--- src/rtl/core/etla_isqrt.sv ---
// bit-serial integer square root, one result bit per cycle
module etla_isqrt (
   input  logic        clock,
   input  logic        reset,
   input  logic        start,
   input  logic [63:0] radicand,
   output logic        done,
   output logic [31:0] root
);

   logic        busy_ff;
   logic        done_ff;
   logic [63:0] rem_ff;
   logic [63:0] res_ff;
   logic [63:0] bit_ff;
   logic [63:0] trial;
   logic        fits;

   assign trial = res_ff + bit_ff;
   assign fits  = rem_ff >= trial;

   always_ff @(posedge clock) begin
      if (reset) begin
         busy_ff <= 1'b0;
         done_ff <= 1'b0;
      end else begin
         done_ff <= 1'b0;
         if (start) begin
            busy_ff <= 1'b1;
         end else if (busy_ff && bit_ff == 64'd1) begin
            busy_ff <= 1'b0;
            done_ff <= 1'b1;
         end
      end
   end

   always_ff @(posedge clock) begin
      if (start) begin
         rem_ff <= radicand;
         res_ff <= '0;
         bit_ff <= 64'h4000_0000_0000_0000;
      end else if (busy_ff) begin
         if (fits) begin
            rem_ff <= rem_ff - trial;
            res_ff <= (res_ff >> 1) + bit_ff;
         end else begin
            res_ff <= res_ff >> 1;
         end
         bit_ff <= bit_ff >> 2;
      end
   end

   assign done = done_ff;
   assign root = res_ff[31:0];

endmodule

--- config.mk ---
export PLATFORM = sky130hd
export DESIGN_NAME = etla_isqrt
export DESIGN_NICKNAME = d
export VERILOG_FILES = /design/src/rtl/core/etla_isqrt.sv
export SDC_FILE = /design/constraint.sdc
export NUM_CORES = 1
export LEC_CHECK = 0
export BUFFER_PORTS_ARGS = -buffer_cell sky130_fd_sc_hd__clkbuf_2
export CELL_PAD_IN_SITES_DETAIL_PLACEMENT = 0
export CELL_PAD_IN_SITES_GLOBAL_PLACEMENT = 1
export CORE_MARGIN = 2
export CORE_UTILIZATION = 50
export CTS_CLUSTER_DIAMETER = 30
export DETAILED_ROUTE_END_ITERATION = 8
export PLACE_DENSITY_LB_ADDON = 0.1
export SYNTH_ARGS = -nofsm -noshare
export SYNTH_HDL_FRONTEND = slang
export SYNTH_SLANG_ARGS = --single-unit
--- constraint.sdc ---
create_clock -name clock -period 13.7 [get_ports clock]
set_clock_uncertainty 0.05 [all_clocks]
set_input_delay 2.74 -clock clock [delete_from_list [all_inputs] [get_ports clock]]
set_output_delay 2.74 -clock clock [all_outputs]
set_load 0.02 [all_outputs]
==> summary.md <==
| Metric | Value |
|---|---|
| Status | finished clean |
| Hold EP | res_ff[0]$_SDFFE_PP0P_ |
| Maximum vdd ir drop | 144 uV |
| Final net count | 2156 |
| Synth Area in Compound Gates | 26.3% |
| Final worst-path cycle share | 53.7% |
| # diodes | 0 |
| Post-Synth Adder-Cell Area | 10.8% |
| Post-synthesis xor/xnor area fraction | 8.58% |
| Row count | 63 |
| Slew @ Worst Pin | 0.974 ns |
| Final hold violation count | 0 |
| # hold bufs at CTS | 0 |
| CTS tree | yes |
| R2R depth | 21 |
| Syn Area/Cell | 7.72 um^2 |
| Most common cell type on the critical path | nand2_1 |
| Initial antenna violation count | 0 |
| Drt wl/cell | 19.6 um |
| Synthesized instance count | 1971 |
| Slew margin rel. | 33.4% |
| Hold path startpoint | res_ff[0]$_SDFFE_PP0P_ |
| Clock transition at path regs | 0.07 ns |
| Post-CTS Setup Bufs | 0 |
| Min cycle time layout | 7.36 ns |
| Unique masters post-synth | 78 |
| Flop and latch count out of synthesis | 162 |
| Final Slew Violations | 0 |
| Crit Path Max Fanout | 64 |
| Hold Crit Class | reg2reg |
| Post-route ant nets | 0 |
| CTS sink count | 162 |
| Syn Nets | 2169 |
| Critical R2R Launch | bit_ff[0]$_SDFFE_PP0P_ |
| Gpl congestion | 0.952 |
| CTS max path bufs | 2 |
| Area Growth Syn to Fin | 6.70% |
| Post-synth top flop | dfxtp_1 |
| CP max stage delay | 0.88 ns |
| Seq/Total Area, Yosys | 25.5% |
| First-pass GRT wire length | 73600 um |
| H-tree depth | 4 |
| Power Total | 2730 uW |
| TNS Setup | 0 ns |
| Residual DRC count | 0 |
| HPWL Detailed | 34900 um |
| CP Capture Type | register |
| Cell Area, Synth | 0.0152 mm^2 |
| Crit path cell chain | ha_1 -> ha_1 -> a211oi_1 -> nor3_1 -> a21oi_1 -> a2111oi_0 -> o21ai_0 -> a21oi_1 -> a21oi_1 -> o21ai_0 -> nand2_1 -> xor2_1 -> ha_1 -> nand2_1 -> nor4_1 -> nand2_1 -> o211ai_1 -> a311o_2 -> nand2_1 -> nand2_2 -> buf_4 |
| Worst path slowest cell | a2111oi_0 |
| RSZ-0062 raised after global routing | no |
| Post-synth EDFFs | 64 |
| Max Freq | 0.136 GHz |
| PostCTS Resize Cnt | 0 |
| Main combinational cell family by area after synthesis | compound AO/OA/AOI/OAI gates |
| Post-Synth Simple-Gate Area | 20.4% |
| Post-synthesis mux area share | 3.02% |
| Worst skew pair latency | 0.45 ns |
| Reg-to-reg slack, setup | 6.34 ns |
| Initial Util | 51.0% |
| Detailed router's first-iteration violation count | 1350 |
| Yosys Warn Count | 0 |
| Share of cells above drive strength 1 | 8.83% |
| Fill cell count | 2923 |
| Core box area | 0.0298 mm^2 |
| Largest net degree at the start of global routing | 97 |
| Crit path DAT | 7.39 ns |
| FFs w/ async S/R, synth | 0% |
| Total number of vias | 14500 |
| CP top delay family | compound AO/OA/AOI/OAI gates |
| CTS Root Cell | clkbuf_16 |
| DIE WIDTH | 178 um |
| Total GRT Usage | 29.6% |
| Power per cell area | 168 mW/mm^2 |
| Leakage | 0.00629 uW |
| I/O Buffers | 99 |
| Vias in the first global route | 13200 |
| Total CTS buffers | 17 |
| Hold-critical path depth | 2 |
| Detailed Route WL | 46200 um |
| Max_cap viols | 0 |
| Io pins | 100 |
| Final setup vio count | 0 |
| Die area | 0.0318 mm^2 |
| Die height | 178 um |
| Total gr overflow | 0 |
| R2R Path End | rem_ff[3]$_DFFE_PP_ |
| Initial DRT Pass Iterations | 5 |
| CP required | 13.73 ns |
| Critical path type | reg2reg |
| Via/cell ratio | 6.14 |
| Crit path buffers/inverters | 1 |
| Crit path launch type | register |
-- cell families (layout without fill, tap and decap cells) --
group / Yosys count / count (layout)
mux: 45 / 45
flops: 162 / 162
xor+xnor: 149 / 149
buf+inv: 180 / 180
simple gates: 673 / 673
compound gates: 631 / 631
fa+ha+maj: 131 / 131
-- worst max path at each step --
stage,slack (ns),start,cells past startpoint,endpoint
6_report,6.34,bit_ff[0]$_SDFFE_PP0P_,21,rem_ff[3]$_DFFE_PP_
3_3_place_gp,6.62,bit_ff[0]$_SDFFE_PP0P_,21,rem_ff[4]$_DFFE_PP_
4_1_cts,6.34,bit_ff[0]$_SDFFE_PP0P_,21,rem_ff[4]$_DFFE_PP_
2_1_floorplan,7.29,res_ff[2]$_SDFFE_PP0P_,23,rem_ff[0]$_DFFE_PP_
5_1_grt,5.84,bit_ff[0]$_SDFFE_PP0P_,21,rem_ff[0]$_DFFE_PP_
3_5_place_dp,6.37,bit_ff[0]$_SDFFE_PP0P_,21,rem_ff[1]$_DFFE_PP_
-- layout make-up --
cell class / instances / area (um^2) / area share (%)
Multi-Input combinational cell: 1629 / 10500 / 64.8
Clock inverter: 14 / 169 / 1.04
Inverter: 42 / 158 / 0.971
Tap cell: 390 / 488 / 3.01
Clock buffer: 18 / 450 / 2.78
Timing Repair Buffer: 106 / 554 / 3.42
Sequential cell: 162 / 3890 / 24.0
-- stage by stage --
stage / worst slack (ns) / hold WS [ns] / instances / utilization, % / cell area (um^2)
global placement: 6.62 / 0.443 / 2329 / 52.4 / 15600
finish: 6.34 / 0.460 / 2361 / 54.5 / 16200
global route: 5.84 / 0.501 / 2361 / 54.5 / 16200
CTS: 6.34 / 0.459 / 2361 / 54.5 / 16200
detailed placement: 6.37 / 0.450 / 2329 / 52.4 / 15600
floorplan: 7.29 / 0.429 / 1971 / - / 15200
-- report_power, final --
| group | internal [uW] | switching, uW | total (uW) |
|---|---|---|---|
| Sequential | 637 | 85.6 | 722 |
| Clock | 286 | 232 | 517 |
| Combinational | 557 | 931 | 1490 |
-- cells in the final DEF (no fill, tap or decap), types with 10 or more instances in the layout --
| cell | instances |
|---|---|
| and2_1 | 12 |
| nand2b_1 | 17 |
| edfxtp_1 | 64 |
| nor2_1 | 188 |
| dfxtp_1 | 97 |
| or3_1 | 14 |
| a31o_2 | 10 |
| nor2b_1 | 17 |
| inv_1 | 42 |
| mux2i_1 | 41 |
| xnor2_1 | 76 |
| a21oi_1 | 150 |
| o21bai_1 | 29 |
| nand3_1 | 39 |
| clkbuf_16 | 18 |
| o21ai_1 | 11 |
| a31oi_1 | 54 |
| ha_1 | 130 |
| o21a_1 | 18 |
| o21ai_0 | 167 |
| o211ai_1 | 24 |
| nor3_1 | 43 |
| nand4_1 | 46 |
| clkbuf_2 | 98 |
| o31ai_1 | 17 |
| nor4_1 | 22 |
| nand2_1 | 235 |
| a21o_1 | 38 |
| xor2_1 | 73 |
| a211oi_1 | 39 |
-- flip-flops by register name, summed over array words and instances, names as in the netlist --
signal   count
bit_ff      32
rem_ff      64
res_ff      64
busy_ff      1
done         1
-- Yosys cell counts, drive strengths merged (6+ instances only) --
| master | number | area, um^2 |
|---|---|---|
| nand3 | 39 | 195 |
| nor3 | 43 | 215 |
| edfxtp | 64 | 1920 |
| dfxtp | 98 | 1960 |
| o21a | 18 | 135 |
| a32oi | 6 | 52.6 |
| mux2i | 41 | 410 |
| a311oi | 6 | 58.8 |
| clkbuf | 89 | 334 |
| or4 | 9 | 67.6 |
| ha | 130 | 1630 |
| a31oi | 55 | 359 |
| or3 | 14 | 87.6 |
| xnor2 | 76 | 666 |
| and4 | 6 | 52.6 |
| xor2 | 73 | 639 |
| o21bai | 29 | 218 |
| a211oi | 40 | 305 |
| nor2 | 189 | 709 |
| o211ai | 24 | 180 |
| o22ai | 6 | 37.5 |
| and2 | 13 | 81.3 |
| inv | 42 | 158 |
| nand4 | 46 | 288 |
| buf | 49 | 330 |
| a21o | 38 | 285 |
| nor4 | 22 | 138 |
| a21oi | 152 | 768 |
| nand2b | 17 | 106 |
| o21ai | 178 | 891 |
| or2 | 6 | 37.5 |
| and3 | 8 | 50.1 |
| nand2 | 236 | 886 |
| a31o | 10 | 87.6 |
| nor2b | 17 | 106 |
| o31ai | 18 | 140 |
-- layer usage --
metal  global-route usage [%]  vias up  routed length (um)  part of all wire, %
met3                     5.24       45                3150                  6.8
met2                     43.6      487               19400                   42
met4                     5.59        0                 642                  1.4
met1                     44.9     6753               23000                   50
met5                        0        -                   0                    0
li1                         -     7212                   -                    -
-- tightest hold or removal path: cells and delay by family (launching register included) --
kind / cells / cell delay, ns
AOI/OAI and AO/OA: 1 / 0.05
DFF: 1 / 0.33
and+or+nand+nor: 1 / 0.09
(Power assumes the default switching activity.)
